## src/rtl/drt_pkg.sv

```systemverilog
// Package for the dirty rectangle tracker: item types, codes and default constants.
// Used by the channel interfaces and the top level; depends on nothing.
`timescale 1ns / 1ps

package drt_pkg;

	localparam int RING_SLOTS_DEF = 64;
	localparam int PAGE_BYTES_DEF = 4096;

	localparam int EDGE_W     = 13;
	localparam int LINE_W     = 14;
	localparam int CFG_IDX_W  = 2;
	localparam int CFG_DATA_W = 14;

	localparam logic [EDGE_W-1:0] EDGE_MAX = 13'h1FFF;

	typedef enum logic [1:0] {
		CMD_RECT  = 2'd0,
		CMD_PAGE  = 2'd1,
		CMD_FLUSH = 2'd2
	} cmd_e;

	typedef enum logic [1:0] {
		ST_ACCEPTED = 2'd0,
		ST_SENT     = 2'd1,
		ST_RANGE    = 2'd2,
		ST_NONE     = 2'd3
	} status_e;

	typedef enum logic [CFG_IDX_W-1:0] {
		REG_SCREEN_WIDTH  = 2'd0,
		REG_SCREEN_HEIGHT = 2'd1,
		REG_LINE_BYTES    = 2'd2,
		REG_PAGE_COUNT    = 2'd3
	} cfg_reg_e;

	typedef enum logic [2:0] {
		S_IDLE,
		S_EXEC,
		S_DIV1,
		S_DIV2,
		S_APPLY
	} state_t;

	typedef struct packed {
		logic [1:0]  command;
		logic [11:0] rect_x;
		logic [11:0] rect_y;
		logic [11:0] rect_w;
		logic [11:0] rect_h;
		logic [11:0] page_number;
		logic [31:0] ring_consumed;
	} cmd_item_t;

	typedef struct packed {
		logic [1:0]        status;
		logic [EDGE_W-1:0] upd_x;
		logic [EDGE_W-1:0] upd_y;
		logic [EDGE_W-1:0] upd_w;
		logic [EDGE_W-1:0] upd_h;
		logic [31:0]       produced;
	} upd_item_t;

endpackage

```

## src/rtl/drt_cmd_if.sv

```systemverilog
// Command channel of the dirty rectangle tracker: valid, ready and one command item.
// Depends on drt_pkg for the item type.
`timescale 1ns / 1ps

interface drt_cmd_if;
	logic              valid;
	logic              ready;
	drt_pkg::cmd_item_t item;

	modport source (output valid, output item, input ready);
	modport sink (input valid, input item, output ready);
endinterface

```

## src/rtl/drt_upd_if.sv

```systemverilog
// Result channel of the dirty rectangle tracker: valid, ready and one update item.
// Depends on drt_pkg for the item type.
`timescale 1ns / 1ps

interface drt_upd_if;
	logic              valid;
	logic              ready;
	drt_pkg::upd_item_t item;

	modport source (output valid, output item, input ready);
	modport sink (input valid, input item, output ready);
endinterface

```

## src/rtl/dirty_rect_tracker.sv

```systemverilog
// Top level of the dirty rectangle tracker: sequencer, damage box, producer index and result register.
// Depends on drt_pkg, drt_cmd_if, drt_upd_if and drt_div.
//
//   channel    direction  handshake              payload
//   cmd        in         cmd.valid / cmd.ready  drt_pkg::cmd_item_t
//   upd        out        upd.valid / upd.ready  drt_pkg::upd_item_t
//   cfg        in         cfg_we                 cfg_idx, cfg_wdata
//
// Rectangle, flush and out-of-range page commands pass from EXEC to APPLY, which loads the result.
// A page command passes from EXEC through DIV1 and DIV2 to APPLY, DW = clog2(4096*PAGE_BYTES), 24 at the default:
// the divider yields one quotient bit per cycle and is used for the start row, then the end row.
// A new command is taken once the previous result sits in the output register.
// A stalled result holds the sequencer in its final state. Reset is asynchronous, with no clearing pass.
`timescale 1ns / 1ps

module dirty_rect_tracker #(
	parameter int RING_SLOTS = drt_pkg::RING_SLOTS_DEF,
	parameter int PAGE_BYTES = drt_pkg::PAGE_BYTES_DEF
) (
	input  logic                            clk,
	input  logic                            arst_n,
	drt_cmd_if.sink                         cmd,
	drt_upd_if.source                       upd,
	input  logic                            cfg_we,
	input  logic [drt_pkg::CFG_IDX_W-1:0]   cfg_idx,
	input  logic [drt_pkg::CFG_DATA_W-1:0]  cfg_wdata
);

	localparam int DW = $clog2(4096 * PAGE_BYTES);
	localparam int EW = drt_pkg::EDGE_W;
	localparam int LW = drt_pkg::LINE_W;

	drt_pkg::state_t    state_q, state_d;
	drt_pkg::cmd_item_t item_q;
	drt_pkg::upd_item_t out_q, res;
	logic               out_valid_q;
	logic               out_load;
	logic               in_ready;

	logic [11:0]   width_q, height_q;
	logic [LW-1:0] line_q;
	logic [12:0]   pages_q;

	logic [EW-1:0] left_q, top_q, right_q, bottom_q;
	logic          dirty_q;
	logic [31:0]   prod_q;
	logic [EW-1:0] r1_q;

	logic          div_start, div_done;
	logic [DW-1:0] div_dividend, div_quo;
	logic [LW-1:0] divisor;
	logic [DW-1:0] start_bytes, end_bytes;
	logic          page_bad;
	logic [EW-1:0] r1_sat, r2_clamp;

	logic [EW-1:0] x1, y1, x2, y2;
	logic          grow, sent;
	logic [31:0]   used;

	assign divisor     = (line_q == '0) ? LW'(1) : line_q;
	assign start_bytes = DW'(item_q.page_number) * DW'(PAGE_BYTES);
	assign end_bytes   = start_bytes + DW'(PAGE_BYTES - 1);
	assign page_bad    = {1'b0, item_q.page_number} >= pages_q;
	assign r1_sat      = (div_quo > DW'(drt_pkg::EDGE_MAX)) ? drt_pkg::EDGE_MAX : div_quo[EW-1:0];
	assign r2_clamp    = (div_quo > DW'(height_q)) ? {1'b0, height_q} : div_quo[EW-1:0];

	drt_div #(
		.DW (DW),
		.LW (LW)
	) u_div (
		.clk      (clk),
		.arst_n   (arst_n),
		.start    (div_start),
		.dividend (div_dividend),
		.divisor  (divisor),
		.done     (div_done),
		.quotient (div_quo)
	);

	always_ff @(posedge clk or negedge arst_n) begin
		if (!arst_n) begin
			state_q <= drt_pkg::S_IDLE;
		end else begin
			state_q <= state_d;
		end
	end

	always_comb begin
		state_d      = state_q;
		in_ready     = 1'b0;
		div_start    = 1'b0;
		div_dividend = start_bytes;
		out_load     = 1'b0;
		unique case (state_q)
			drt_pkg::S_IDLE: begin
				in_ready = 1'b1;
				if (cmd.valid) begin
					state_d = drt_pkg::S_EXEC;
				end
			end
			drt_pkg::S_EXEC: begin
				if (item_q.command == drt_pkg::CMD_PAGE && !page_bad) begin
					div_start = 1'b1;
					state_d   = drt_pkg::S_DIV1;
				end else begin
					state_d = drt_pkg::S_APPLY;
				end
			end
			drt_pkg::S_DIV1: begin
				if (div_done) begin
					div_start    = 1'b1;
					div_dividend = end_bytes;
					state_d      = drt_pkg::S_DIV2;
				end
			end
			drt_pkg::S_DIV2: begin
				if (div_done) begin
					state_d = drt_pkg::S_APPLY;
				end
			end
			drt_pkg::S_APPLY: begin
				if (!out_valid_q || upd.ready) begin
					out_load = 1'b1;
					state_d  = drt_pkg::S_IDLE;
				end
			end
			default: begin
				state_d = drt_pkg::S_IDLE;
			end
		endcase
	end

	always_comb begin
		x1   = '0;
		y1   = '0;
		x2   = '0;
		y2   = '0;
		grow = 1'b0;
		sent = 1'b0;
		used = prod_q - item_q.ring_consumed;
		res  = '0;
		res.status = drt_pkg::ST_NONE;
		unique case (item_q.command)
			drt_pkg::CMD_RECT: begin
				x1   = {1'b0, item_q.rect_x};
				y1   = {1'b0, item_q.rect_y};
				x2   = {1'b0, item_q.rect_x} + {1'b0, item_q.rect_w};
				y2   = {1'b0, item_q.rect_y} + {1'b0, item_q.rect_h};
				grow = 1'b1;
				res.status = drt_pkg::ST_ACCEPTED;
			end
			drt_pkg::CMD_PAGE: begin
				if (page_bad) begin
					res.status = drt_pkg::ST_RANGE;
				end else begin
					y1   = r1_q;
					x2   = {1'b0, width_q};
					y2   = r2_clamp;
					grow = 1'b1;
					res.status = drt_pkg::ST_ACCEPTED;
				end
			end
			drt_pkg::CMD_FLUSH: begin
				if (used < 32'(RING_SLOTS) && dirty_q) begin
					sent       = 1'b1;
					res.status = drt_pkg::ST_SENT;
					res.upd_x  = left_q;
					res.upd_y  = top_q;
					res.upd_w  = (right_q >= left_q) ? right_q - left_q : '0;
					res.upd_h  = (bottom_q >= top_q) ? bottom_q - top_q : '0;
				end
			end
			default: begin
				res.status = drt_pkg::ST_NONE;
			end
		endcase
		res.produced = sent ? prod_q + 32'd1 : prod_q;
	end

	always_ff @(posedge clk or negedge arst_n) begin
		if (!arst_n) begin
			width_q     <= 12'd800;
			height_q    <= 12'd600;
			line_q      <= LW'(3200);
			pages_q     <= 13'd469;
			left_q      <= drt_pkg::EDGE_MAX;
			top_q       <= drt_pkg::EDGE_MAX;
			right_q     <= '0;
			bottom_q    <= '0;
			dirty_q     <= 1'b0;
			prod_q      <= '0;
			out_valid_q <= 1'b0;
		end else begin
			if (cfg_we) begin
				unique case (drt_pkg::cfg_reg_e'(cfg_idx))
					drt_pkg::REG_SCREEN_WIDTH:  width_q  <= cfg_wdata[11:0];
					drt_pkg::REG_SCREEN_HEIGHT: height_q <= cfg_wdata[11:0];
					drt_pkg::REG_LINE_BYTES:    line_q   <= cfg_wdata[LW-1:0];
					drt_pkg::REG_PAGE_COUNT:    pages_q  <= cfg_wdata[12:0];
				endcase
			end
			if (out_load) begin
				out_valid_q <= 1'b1;
				prod_q      <= res.produced;
				if (sent) begin
					left_q   <= drt_pkg::EDGE_MAX;
					top_q    <= drt_pkg::EDGE_MAX;
					right_q  <= '0;
					bottom_q <= '0;
					dirty_q  <= 1'b0;
				end else if (grow) begin
					left_q   <= (x1 < left_q) ? x1 : left_q;
					top_q    <= (y1 < top_q) ? y1 : top_q;
					right_q  <= (x2 > right_q) ? x2 : right_q;
					bottom_q <= (y2 > bottom_q) ? y2 : bottom_q;
					dirty_q  <= 1'b1;
				end
			end else if (upd.ready) begin
				out_valid_q <= 1'b0;
			end
		end
	end

	always_ff @(posedge clk) begin
		if (in_ready && cmd.valid) begin
			item_q <= cmd.item;
		end
		if (state_q == drt_pkg::S_DIV1 && div_done) begin
			r1_q <= r1_sat;
		end
		if (out_load) begin
			out_q <= res;
		end
	end

	assign cmd.ready = in_ready;
	assign upd.valid = out_valid_q;
	assign upd.item  = out_q;

	a_done_in_div: assert property (@(posedge clk) disable iff (!arst_n)
		div_done |-> (state_q == drt_pkg::S_DIV1 || state_q == drt_pkg::S_DIV2))
		else $error("divider finished outside a division state");

	a_prod_step: assert property (@(posedge clk) disable iff (!arst_n)
		!$stable(prod_q) |-> prod_q == $past(prod_q) + 32'd1)
		else $error("producer index moved by other than one");

	a_clean_box: assert property (@(posedge clk) disable iff (!arst_n)
		!dirty_q |-> (left_q == drt_pkg::EDGE_MAX && top_q == drt_pkg::EDGE_MAX
			&& right_q == '0 && bottom_q == '0))
		else $error("clean box does not hold its empty value");

	a_dirty_cols: assert property (@(posedge clk) disable iff (!arst_n)
		dirty_q |-> left_q <= right_q)
		else $error("dirty box has its left edge past its right edge");

endmodule

```

## src/rtl/drt_div.sv

```systemverilog
// Iterative restoring divider, one quotient bit per cycle, shared by both page row divisions.
// Depends on no other file of the project.
`timescale 1ns / 1ps

module drt_div #(
	parameter int DW = 24,
	parameter int LW = 14
) (
	input  logic          clk,
	input  logic          arst_n,
	input  logic          start,
	input  logic [DW-1:0] dividend,
	input  logic [LW-1:0] divisor,
	output logic          done,
	output logic [DW-1:0] quotient
);

	localparam int CW = $clog2(DW + 1);

	logic [LW-1:0] rem_q;
	logic [DW-1:0] quo_q;
	logic [LW-1:0] dvs_q;
	logic [CW-1:0] cnt_q;
	logic          run_q;
	logic          done_q;

	logic [LW:0]   shifted;
	logic [LW+1:0] diff;
	logic          bit_ok;

	always_comb begin
		shifted = {rem_q, quo_q[DW-1]};
		diff    = {1'b0, shifted} - {2'b00, dvs_q};
		bit_ok  = ~diff[LW+1];
	end

	always_ff @(posedge clk or negedge arst_n) begin
		if (!arst_n) begin
			run_q  <= 1'b0;
			done_q <= 1'b0;
			cnt_q  <= '0;
		end else begin
			done_q <= 1'b0;
			if (start) begin
				run_q <= 1'b1;
				cnt_q <= CW'(DW);
			end else if (run_q) begin
				cnt_q <= cnt_q - CW'(1);
				if (cnt_q == CW'(1)) begin
					run_q  <= 1'b0;
					done_q <= 1'b1;
				end
			end
		end
	end

	always_ff @(posedge clk) begin
		if (start) begin
			rem_q <= '0;
			quo_q <= dividend;
			dvs_q <= divisor;
		end else if (run_q) begin
			rem_q <= bit_ok ? diff[LW-1:0] : shifted[LW-1:0];
			quo_q <= {quo_q[DW-2:0], bit_ok};
		end
	end

	assign done     = done_q;
	assign quotient = quo_q;

	a_rem_below_divisor: assert property (@(posedge clk) disable iff (!arst_n)
		run_q |-> rem_q < dvs_q)
		else $error("divider remainder reached the divisor");

endmodule
```

## src/flat_wrapper.sv

```systemverilog
// flat-port wrapper written by rule: the top's interface ports become plain ports
module dirty_rect_tracker_flat 
#(
	parameter int RING_SLOTS = drt_pkg::RING_SLOTS_DEF,
	parameter int PAGE_BYTES = drt_pkg::PAGE_BYTES_DEF
)
  (clk, arst_n, cfg_we, cfg_idx, cfg_wdata, cmd_valid, cmd_item, cmd_ready, upd_valid, upd_item, upd_ready);
  drt_cmd_if cmd_i ();
  drt_upd_if upd_i ();
  input  logic clk;
  input  logic arst_n;
  input  logic cfg_we;
  input  logic [drt_pkg::CFG_IDX_W-1:0] cfg_idx;
  input  logic [drt_pkg::CFG_DATA_W-1:0] cfg_wdata;
  input wire logic [$bits(cmd_i.valid)-1:0] cmd_valid;
  input wire logic [$bits(cmd_i.item)-1:0] cmd_item;
  output wire logic [$bits(cmd_i.ready)-1:0] cmd_ready;
  output wire logic [$bits(upd_i.valid)-1:0] upd_valid;
  output wire logic [$bits(upd_i.item)-1:0] upd_item;
  input wire logic [$bits(upd_i.ready)-1:0] upd_ready;
  assign cmd_i.valid = cmd_valid;
  assign cmd_i.item = cmd_item;
  assign cmd_ready = cmd_i.ready;
  assign upd_valid = upd_i.valid;
  assign upd_item = upd_i.item;
  assign upd_i.ready = upd_ready;
  dirty_rect_tracker #(.RING_SLOTS(RING_SLOTS), .PAGE_BYTES(PAGE_BYTES)) u_core (.clk(clk), .arst_n(arst_n), .cmd(cmd_i), .upd(upd_i), .cfg_we(cfg_we), .cfg_idx(cfg_idx), .cfg_wdata(cfg_wdata));
endmodule
```

## config.mk

```make
export PLATFORM = sky130hd
export DESIGN_NAME = dirty_rect_tracker_flat
export DESIGN_NICKNAME = d
export VERILOG_FILES = /design/src/rtl/drt_pkg.sv /design/src/rtl/drt_cmd_if.sv /design/src/rtl/drt_upd_if.sv /design/src/rtl/dirty_rect_tracker.sv /design/src/rtl/drt_div.sv /design/src/flat_wrapper.sv
export SDC_FILE = /design/constraint.sdc
export NUM_CORES = 1
export LEC_CHECK = 0
export BUFFER_PORTS_ARGS = -buffer_cell sky130_fd_sc_hd__buf_2
export CORE_AREA = 4 4 241 243
export CTS_BUF_LIST = sky130_fd_sc_hd__clkbuf_8
export DETAILED_ROUTE_END_ITERATION = 7
export DIE_AREA = 0 0 245 247
export RECOVER_POWER = 25
export SLEW_MARGIN = 20
export SYNTH_ARGS = -nofsm -noshare
export SYNTH_HDL_FRONTEND = slang
export SYNTH_SLANG_ARGS = --single-unit
```

## constraint.sdc

```tcl
create_clock -name clk -period 15.2 [get_ports clk]
set_input_delay 3.04 -clock clk [delete_from_list [all_inputs] [get_ports clk]]
set_output_delay 3.04 -clock clk [all_outputs]
set_load 0.02 [all_outputs]
```

==> flow_metrics.env, run 1 <==
export IMPL_die_area_um2=60520
export IMPL_finalSetupViolCount=0
export IMPL_die_height_um=247
export IMPL_finalHoldViolations=0
export IMPL_nets=2501
export IMPL_crit_path_max_incr_delay_ps=3510
export IMPL_cts_hold_buf=0
export IMPL_tightestPinTransition_ps=5132
export IMPL_cp_required_ps=14730
export IMPL_cp_end_kind="asynchronous set/reset pin"
export IMPL_cts_tree="done"
export IMPL_ant_nets=0
export IMPL_place_hpwl_um=43660
export IMPL_violations="max-capacitance violations, max-slew violations"
export IMPL_ys_flop_type="edfxtp_1"
export IMPL_drt_iter0_drc=1068
export IMPL_die_x_um=245
export IMPL_num_vias=16056
export IMPL_cts_made_buffers=73
export IMPL_antenna_found_initial=2
export IMPL_crit_fanout=88
export IMPL_worstHoldPathType="register to register"
export IMPL_ys_seq_area_share_pct=49.47
export IMPL_max_freq_mhz=139.6
export IMPL_post_cts_setup_buffers=0
export IMPL_synth_nets=2291
export IMPL_status="finished, violations left"
export IMPL_routed_wl_um=59670
export IMPL_clock_latency_ps=680
export IMPL_synth_warnings=0
export IMPL_syn_instance_count=2001
export IMPL_crit_type="input pin to asynchronous set/reset pin"
export IMPL_crit_family="buffers and inverters"
export IMPL_drive_gt1_share_pct=22.05
export IMPL_ios=203
export IMPL_fillers=5238
export IMPL_setup_tns_final_ps=0
export IMPL_avgSynthCellArea_um2=11.06
export IMPL_fin_crit_ps=7165
export IMPL_gp_congestion=0.8803
export IMPL_wl_met3_um=2913
export IMPL_track_usage_pct=19.40
export IMPL_ir_drop_uv=80.89
export IMPL_layout_area_seq_um2=10950
export IMPL_multiInputGateArea_um2=10250
export IMPL_grt_max_degree=89
export IMPL_post_cts_resized=0
export IMPL_clk_pin_slew_ps=60
export IMPL_cts_root_buf="clkbuf_8"
export IMPL_viasPerCell=5.301
export IMPL_synth_seq_cells=392
export IMPL_crit_arrival_ps=6700
export IMPL_rsz0062_at_grt="no"
export IMPL_cts_max_path_buffers=3
export IMPL_synthArstFlopShare_pct=37.50
export IMPL_drv_slew=89
export IMPL_slowest_stage="clkbuf_1"
export IMPL_start_util_pct=39.55
export IMPL_wl_met2_um=27370
export IMPL_cts_htree_levels=3
export IMPL_routedWlPerCell_um=19.70
export IMPL_ys_types=86
export IMPL_relSlewSlack_pct=-242.1
export IMPL_final_cell_area_um2=25420
export IMPL_rows=87
export IMPL_syn_area_um2=22130
export IMPL_overflow=0
export IMPL_p_leak_uw=0.01084
export IMPL_synthToLayoutAreaGrowth_pct=14.87
export IMPL_dp_cells=2892
export IMPL_final_cells=3029
export IMPL_drc=0
export IMPL_worstPathCellList="clkbuf_1"
export IMPL_drv_cap=1
export IMPL_fin_skew_ps=40.45
export IMPL_first_global_vias=15884
export IMPL_wl_met1_um=27990
export IMPL_io_buffers=202
export IMPL_core_area_um2=55950
export IMPL_synth_edf_count=231
export IMPL_p_per_area_nw_per_um2=178.3
export IMPL_critical_path_buf_inv_count=1
export IMPL_placed_area_um2=23910
export IMPL_min_period_over_period_pct=47.14
export IMPL_dr_pass1_iters=5
export IMPL_cts_sinks=392
export IMPL_grt_pass1_wl_um=91910
export IMPL_maxUsedRoutingLayer="met4"
export IMPL_startpoint_type="input pin"
[through the flow]
stage	power (µW)	hold slack [ps]	worst slack [ps]	util, %
2_1_floorplan	2956	458.7	8473	-
3_3_place_gp	3437	454.8	9481	42.72
3_5_place_dp	3480	455.7	9430	42.73
4_1_cts	4563	454.1	9372	45.46
5_1_grt	4862	479.3	7096	45.44
6_report	4533	460.6	8035	45.44
[layout by cell type (no fill, tap or decap), types with 84 or more instances in the layout]
| cell type | instances |
|---|---|
| a21oi_1 | 85 |
| buf_2 | 190 |
| clkbuf_8 | 84 |
| dfrtp_1 | 105 |
| edfxtp_1 | 231 |
| ha_1 | 170 |
| inv_1 | 188 |
| nand2_1 | 119 |
| nor2_1 | 105 |
| o21ai_0 | 100 |
[sequential cells by signal (all words and copies together) (netlist names), 14 cells and up]
name and flops:
u_core.u_div.quotient 24, u_core.upd.item 86, u_core.item_q 94, u_core.prod_q 32
u_core.u_div.rem_q 14, u_core.u_div.dvs_q 14, u_core.line_q 14
[layer usage]
| metal | GRT usage (%) | vias up |
|---|---|---|
| met5 | 0 | - |
| met4 | 5.320 | 0 |
| met3 | 3.372 | 96 |
| met2 | 31.00 | 416 |
| met1 | 27.35 | 7826 |
| li1 | - | 7718 |
[Yosys cell counts (all sizes together) (6+ instances only)]
library cell / instances / area (µm²)
nand4: 24 / 165.2
and3: 8 / 50.05
mux2: 98 / 1130
a2111oi: 8 / 138.9
xor2: 45 / 394.1
a21boi: 8 / 60.06
or2: 19 / 118.9
xnor2: 73 / 639.4
o211ai: 11 / 82.58
o211a: 7 / 70.07
nor2: 105 / 394.1
or4: 7 / 56.30
a21o: 52 / 390.4
nor2b: 23 / 143.9
a31oi: 11 / 68.82
nor4: 38 / 259.0
clkbuf: 63 / 236.5
o21a: 22 / 165.2
edfxtp: 231 / 6937
dfxtp: 14 / 280.3
dfstp: 42 / 1104
buf: 20 / 101.3
o21ai: 105 / 529.3
o22a: 12 / 105.1
inv: 167 / 626.9
o21bai: 11 / 82.58
nand2: 120 / 450.4
ha: 170 / 2127
o22ai: 11 / 68.82
nor3: 45 / 295.3
a21oi: 88 / 447.9
dfrtp: 105 / 2628
nor3b: 15 / 112.6
nand3: 65 / 325.3
a211oi: 18 / 135.1
nand2b: 15 / 101.3
mux2i: 18 / 180.2
nor4b: 6 / 52.55
and2: 24 / 150.1
and4: 6 / 52.55
[cell type report]
class	count	area share (%)
clock buffers	84	4.548
well taps	756	3.721
clock inverters	52	1.467
diodes	1	0.009843
flip-flops and latches	392	43.07
inverters	168	2.490
repair buffers	218	4.375
multi-input cells	1358	40.32
[final timing paths]
kind                                          startpoint  slack [ps]  cells past startpoint                                   to
max                                               arst_n        8030                      1        u_core.prod_q[11]$_DFFE_PN0P_
min                         u_core.line_q[1]$_DFFE_PN0P_         460                      0  u_core.u_div.dvs_q[1]$_SDFFCE_PN0P_
max reg2reg                u_core.pages_q[0]$_DFFE_PN1P_        9230                     22       u_core.bottom_q[1]$_DFFE_PN0P_
min reg2reg                 u_core.line_q[1]$_DFFE_PN0P_         460                      0  u_core.u_div.dvs_q[1]$_SDFFCE_PN0P_
max in group clk           u_core.pages_q[0]$_DFFE_PN1P_        9230                     22       u_core.bottom_q[1]$_DFFE_PN0P_
min in group asynchronous                         arst_n        4220                      1         u_core.line_q[8]$_DFFE_PN0P_
[power by group]
| group | leakage [µW] | internal [µW] | switching [µW] | total (µW) |
|---|---|---|---|---|
| logic | 0.00595 | 718 | 1090 | 1810 |
| registers | 0.00403 | 1490 | 180 | 1670 |
| clock network | 0.000862 | 570 | 484 | 1050 |
| total | 0.0108 | 2780 | 1750 | 4530 |
[logic make-up (layout without fill, tap and decap cells)]
logic type / count (synthesis) / after routing / share of synthesized area (%)
AO/OA/AOI/OAI: 411 / 411 / 12.53
XOR/XNOR: 118 / 118 / 4.670
adder cells (fa/ha/maj): 175 / 175 / 10.06
buffers and inverters: 251 / 522 / 4.376
flip-flops: 392 / 392 / 49.47
multiplexers: 116 / 116 / 5.919
other: 0 / 1 / 0
AND/OR/NAND/NOR: 538 / 538 / 12.97
Power figures use the tool's default switching activity.
==> run 2: changes to the inputs <==
- clock period: 15.2 -> 6.1 ns (I/O delays scaled with it)
==> run 2 against run 1 <==
Utilization about the same; cell area down 0.11%; worst hold slack gained 9.4 ps; final cell count hardly changed; the flow still finishes with violations (max-capacitance violations, max-slew violations); via count rose by 0.44%; sequential power rose by 150%; critical endpoint is now u_core.bottom_q[9]$_DFFE_PN0P_; global-route usage barely moved; register-to-register slack got worse by 8600 ps.
==> flow_metrics.env, run 2 (synthesis gave the netlist of run 1 again) <==
export IMPL_status="finished, violations left"
export IMPL_violations="max-capacitance violations, max-slew violations"
export IMPL_crit_arrival_ps=5980
export IMPL_die_x_um=245
export IMPL_cp_required_ps=6610
export IMPL_viasPerCell=5.320
export IMPL_swShare_pct=38.19
export IMPL_relSlewSlack_pct=-139.0
export IMPL_fillers=5294
export IMPL_min_period_over_period_pct=89.69
export IMPL_holdPathEnd="u_core.u_div.dvs_q[3]$_SDFFCE_PN0P_"
export IMPL_tightestPinTransition_ps=3585
export IMPL_largest_reg_flops=94
export IMPL_hold_depth=0
export IMPL_gp_congestion=0.9291
export IMPL_cts_htree_levels=3
export IMPL_comb_power_share_pct=40.0
export IMPL_p_per_area_nw_per_um2=442.7
export IMPL_cp_end_kind="register"
export IMPL_drc=0
export IMPL_layout_common_cells="edfxtp_1, inv_1, buf_2"
export IMPL_reg2regPathDepth=23
export IMPL_post_cts_setup_buffers=0
export IMPL_drv_slew=61
export IMPL_track_usage_pct=19.38
export IMPL_startpoint_type="register"
export IMPL_post_cts_resized=0
export IMPL_finalHoldViolations=0
export IMPL_setup_tns_final_ps=0
export IMPL_start_util_pct=39.55
export IMPL_max_freq_mhz=182.8
export IMPL_place_hpwl_um=44460
export IMPL_dr_pass1_iters=7
export IMPL_cts_made_buffers=71
export IMPL_cts_max_path_buffers=3
export IMPL_ir_drop_uv=259.5
export IMPL_grt_max_degree=65
export IMPL_layout_commonest_cell="edfxtp_1"
export IMPL_drive_gt1_share_pct=21.51
export IMPL_die_area_um2=60520
export IMPL_ios=203
export IMPL_fin_crit_ps=5471
export IMPL_num_vias=16126
export IMPL_fin_skew_ps=37.44
export IMPL_top_register="u_core.item_q"
export IMPL_rsz0062_at_grt="no"
export IMPL_cts_sinks=392
export IMPL_final_util_pct=45.39
export IMPL_reg2reg_setup_slack_ps=630
export IMPL_hp_start="u_core.line_q[3]$_DFFE_PN0P_"
export IMPL_p_leak_uw=0.01082
export IMPL_rows=87
export IMPL_finalSetupViolCount=0
export IMPL_die_height_um=247
export IMPL_cts_tree="done"
export IMPL_worstHoldPathType="register to register"
export IMPL_dp_cells=2897
export IMPL_routed_wl_um=59370
export IMPL_overflow=0
export IMPL_core_area_um2=55950
export IMPL_drv_cap=1
export IMPL_p_int_uw=6948
export IMPL_antenna_found_initial=1
export IMPL_ant_nets=0
export IMPL_routedWlPerCell_um=19.59
export IMPL_crit_fanout=8
export IMPL_r2r_start="u_core.pages_q[0]$_DFFE_PN1P_"
export IMPL_io_buffers=202
export IMPL_cts_root_buf="clkbuf_8"
export IMPL_final_cells=3031
export IMPL_cts_hold_buf=0
export IMPL_crit_type="register to register"
export IMPL_clockPowerShare_pct=22.9
export IMPL_clock_latency_ps=660
export IMPL_first_global_vias=16065
export IMPL_p_seq_share_pct=37.1
export IMPL_synthToLayoutAreaGrowth_pct=14.74
export IMPL_p_sw_uw=4294
export IMPL_reg2reg_to="u_core.bottom_q[9]$_DFFE_PN0P_"
export IMPL_drt_iter0_drc=928
export IMPL_clk_pin_slew_ps=60
export IMPL_grt_pass1_wl_um=91630
export IMPL_nets=2504
-- run 2: cell count changes in the layout (fill, tap and decap cells not counted), moves of 3 or more --
| cell | previous run | this run |
|---|---|---|
| buf_2 | 190 | 187 |
| clkbuf_1 | 13 | 17 |
| clkinv_1 | 5 | 12 |
| clkinv_2 | 11 | 6 |
| clkbuf_8 | 84 | 81 |
-- run 2: layout make-up --
type	instances	area, µm²	share of cell area (%)
sequential	392	10950	43.11
antenna	2	5.005	0.01971
clock buffer	81	1115	4.390
clock inverter	51	365.4	1.439
timing repair buffer	223	1137	4.479
inverter	168	633.1	2.493
tap	756	945.9	3.725
multi-input combinational	1358	10240	40.34
-- run 2: critical path, cell delays in order, from the launching register on --
cell	delay, ps
dfstp_2	530
ha_1	210
nand2b_1	140
a21o_1	170
a21o_1	170
a21o_1	170
a21oi_1	130
o21ai_0	150
a2111o_1	490
and2_1	200
o21ai_0	270
ha_1	310
nor2b_1	150
o21a_1	170
o21a_1	160
o21ai_0	160
a21oi_1	90
o31a_1	270
o21ai_0	160
a21oi_1	90
o211a_1	250
a21oi_2	300
buf_4	270
mux2_4	310
-- run 2: through the flow --
step | hold WS [ps] | instance area [µm²] | setup slack, ps | total power, µW
3_3_place_gp | 446.5 | 23940 | 842.9 | 8560
3_5_place_dp | 460.8 | 23940 | 715.6 | 8662
4_1_cts | 475.7 | 25420 | 661.4 | 11310
2_1_floorplan | 458.7 | 22130 | 1193 | 7365
5_1_grt | 491.6 | 25390 | 284.5 | 12060
6_report | 470.0 | 25390 | 629.2 | 11240
-- run 2: worst max path at each step --
stage                                                   start                              to  slack (ps)  cells after the start
after floorplan                                     upd_ready    u_core.prod_q[0]$_DFFE_PN0P_        1190                      6
after global placement          u_core.pages_q[0]$_DFFE_PN1P_  u_core.bottom_q[6]$_DFFE_PN0P_         840                     23
after detailed placement        u_core.pages_q[0]$_DFFE_PN1P_  u_core.bottom_q[5]$_DFFE_PN0P_         720                     23
after CTS                       u_core.pages_q[0]$_DFFE_PN1P_  u_core.bottom_q[7]$_DFFE_PN0P_         660                     23
after global routing      u_core.u_div.quotient[23]$_DFFE_PP_  u_core.bottom_q[8]$_DFFE_PN0P_         280                     19
final                           u_core.pages_q[0]$_DFFE_PN1P_  u_core.bottom_q[9]$_DFFE_PN0P_         630                     23
-- run 2: power groups by stage --
| stage | Clock [µW] | Combinational [µW] | Sequential [µW] |
|---|---|---|---|
| 2_1_floorplan | 0 | 3170 | 4190 |
| 3_3_place_gp | 0 | 4360 | 4210 |
| 3_5_place_dp | 0 | 4450 | 4220 |
| 4_1_cts | 2650 | 4490 | 4170 |
| 5_1_grt | 2780 | 5050 | 4240 |
| 6_report | 2580 | 4490 | 4170 |
-- run 2: routing by layer --
| layer | routed length (µm) | vias to the layer above | track usage (%) |
|---|---|---|---|
| met5 | 0 | - | 0 |
| met4 | 1476 | 0 | 5.605 |
| met2 | 27500 | 497 | 31.49 |
| met3 | 3298 | 95 | 3.763 |
| li1 | - | 7714 | - |
| met1 | 27100 | 7820 | 26.51 |
==> run 3: changes to the inputs <==
- CORE_AREA: 4 4 241 243 -> 4 4 268 218
- DIE_AREA: 0 0 245 247 -> 0 0 272 222
==> run 3 against run 2 <==
The flow still finishes with violations (max-capacitance violations, max-slew violations); die area shrank 0.22%; worst hold slack gained 1.1 ps; setup slack lost 50 ps; sequential share of layout area is essentially flat; critical path depth is the same; sequential power is essentially flat; total power shrank 0.39%; utilization is essentially flat; cell area is essentially flat; maximum frequency shrank 0.90%; via count grew 1.1%; register-to-register slack lost 50 ps.
==> flow_metrics.env, run 3 (synthesis gave the netlist of run 1 again) <==
export IMPL_layout_commonest_cell="edfxtp_1"
export IMPL_wl_met2_um=26560
export IMPL_rows=78
export IMPL_grt_pass1_wl_um=93860
export IMPL_post_cts_setup_buffers=0
export IMPL_viasPerCell=5.380
export IMPL_ant_nets=0
export IMPL_dr_pass1_iters=5
export IMPL_track_usage_pct=19.89
export IMPL_cts_sinks=392
export IMPL_drv_cap=1
export IMPL_num_vias=16302
export IMPL_place_hpwl_um=45830
export IMPL_io_buffers=202
export IMPL_min_period_over_period_pct=90.50
export IMPL_rsz0062_at_grt="no"
export IMPL_post_cts_resized=0
export IMPL_wl_met1_um=29370
export IMPL_start_util_pct=39.58
export IMPL_gp_congestion=0.9038
export IMPL_worstHoldPathType="register to register"
export IMPL_antenna_found_initial=1
export IMPL_drt_iter0_drc=1224
export IMPL_drv_slew=92
export IMPL_crit_fanout=13
export IMPL_die_area_um2=60380
export IMPL_clk_pin_slew_ps=70
export IMPL_die_x_um=272
export IMPL_place_ws_ps=684.4
export IMPL_fin_crit_ps=5520
export IMPL_largest_reg_flops=94
export IMPL_synthToLayoutAreaGrowth_pct=14.63
export IMPL_cts_root_buf="clkbuf_8"
export IMPL_cts_max_path_buffers=3
export IMPL_cts_hold_buf=0
export IMPL_setup_tns_final_ps=0
export IMPL_cp_end_kind="register"
export IMPL_tightestPinTransition_ps=4667
export IMPL_overflow=0
export IMPL_first_global_vias=16104
export IMPL_p_leak_uw=0.01082
export IMPL_ios=203
export IMPL_cp_required_ps=6620
export IMPL_layout_common_cells="edfxtp_1, buf_2, inv_1"
export IMPL_status="finished, violations left"
export IMPL_reg2reg_setup_slack_ps=580
export IMPL_crit_type="register to register"
export IMPL_wl_met3_um=3351
export IMPL_drc=0
export IMPL_routed_wl_um=61140
export IMPL_finalSetupViolCount=0
export IMPL_p_per_area_nw_per_um2=441.4
export IMPL_maxUsedRoutingLayer="met5"
export IMPL_crit_arrival_ps=6040
export IMPL_finalHoldViolations=0
export IMPL_fillers=5216
export IMPL_routedWlPerCell_um=20.18
export IMPL_relSlewSlack_pct=-211.2
export IMPL_max_freq_mhz=181.1
export IMPL_cts_made_buffers=69
export IMPL_drive_gt1_share_pct=21.86
export IMPL_startpoint_type="register"
export IMPL_die_height_um=222
export IMPL_core_area_um2=55920
export IMPL_ir_drop_uv=183.3
export IMPL_cts_tree="done"
export IMPL_top_register="u_core.item_q"
export IMPL_violations="max-capacitance violations, max-slew violations"
export IMPL_clock_latency_ps=670
export IMPL_nets=2504
export IMPL_fin_skew_ps=38.85
export IMPL_grt_max_degree=92
export IMPL_fin_ws_ps=579.6
export IMPL_cts_htree_levels=3
export IMPL_final_util_pct=45.37
[run 3: power breakdown]
group	internal [µW]	switching, µW
clock network	1350	1150
registers	3710	486
logic	1800	2700
total	6870	4330
[run 3: cell type report]
| type | instances | area [µm²] | area share, % |
|---|---|---|---|
| multi-input cells | 1358 | 10250 | 40.39 |
| inverters | 168 | 633.1 | 2.496 |
| clock buffers | 81 | 1115 | 4.394 |
| clock inverters | 45 | 301.5 | 1.189 |
| flip-flops and latches | 392 | 10950 | 43.15 |
| well taps | 760 | 950.9 | 3.748 |
| repair buffers | 225 | 1171 | 4.616 |
| diodes | 1 | 2.502 | 0.009864 |
[run 3: routing by layer]
layer | track usage [%] | vias to the layer above
li1 | - | 7720
met1 | 29.25 | 7977
met2 | 29.50 | 494
met3 | 3.603 | 109
met4 | 6.960 | 2
met5 | 0 | -
[run 3: final timing paths]
path,start,end,cells past startpoint
min in group asynchronous,arst_n,u_core.u_div.cnt_q[4]$_DFFE_PN0P_,1
min reg2reg,u_core.line_q[6]$_DFFE_PN0P_,u_core.u_div.dvs_q[6]$_SDFFCE_PN0P_,0
min,u_core.line_q[6]$_DFFE_PN0P_,u_core.u_div.dvs_q[6]$_SDFFCE_PN0P_,0
max,u_core.pages_q[0]$_DFFE_PN1P_,u_core.bottom_q[5]$_DFFE_PN0P_,23
max in group asynchronous,arst_n,u_core.right_q[10]$_DFFE_PN0P_,1
max reg2reg,u_core.pages_q[0]$_DFFE_PN1P_,u_core.bottom_q[5]$_DFFE_PN0P_,23
[run 3: stage by stage]
stage          hold WS (ps)  cells  area (µm²)  total power, µW
3_3_place_gp          444.5   2903       23960             8564
6_report              471.2   3030       25370            11200
4_1_cts               470.5   3029       25380            11250
2_1_floorplan         458.7   2001       22130             7365
3_5_place_dp          461.5   2903       23960             8687
5_1_grt               482.0   3029       25370            12010
[run 3: critical path, cell delays in order (launching register included)]
cell	delay (ps)
dfstp_2	530
ha_1	210
nand2b_1	140
a21o_1	170
a21o_1	160
a21o_1	170
a21oi_1	140
o21ai_0	130
a2111o_1	470
and2_1	190
buf_4	180
o22ai_1	250
ha_1	300
o21a_1	120
o21a_1	160
o21ai_0	190
a21oi_1	100
o31a_1	270
o21ai_0	150
a21oi_1	110
o211a_1	250
a21oi_2	380
buf_4	280
mux2_4	310
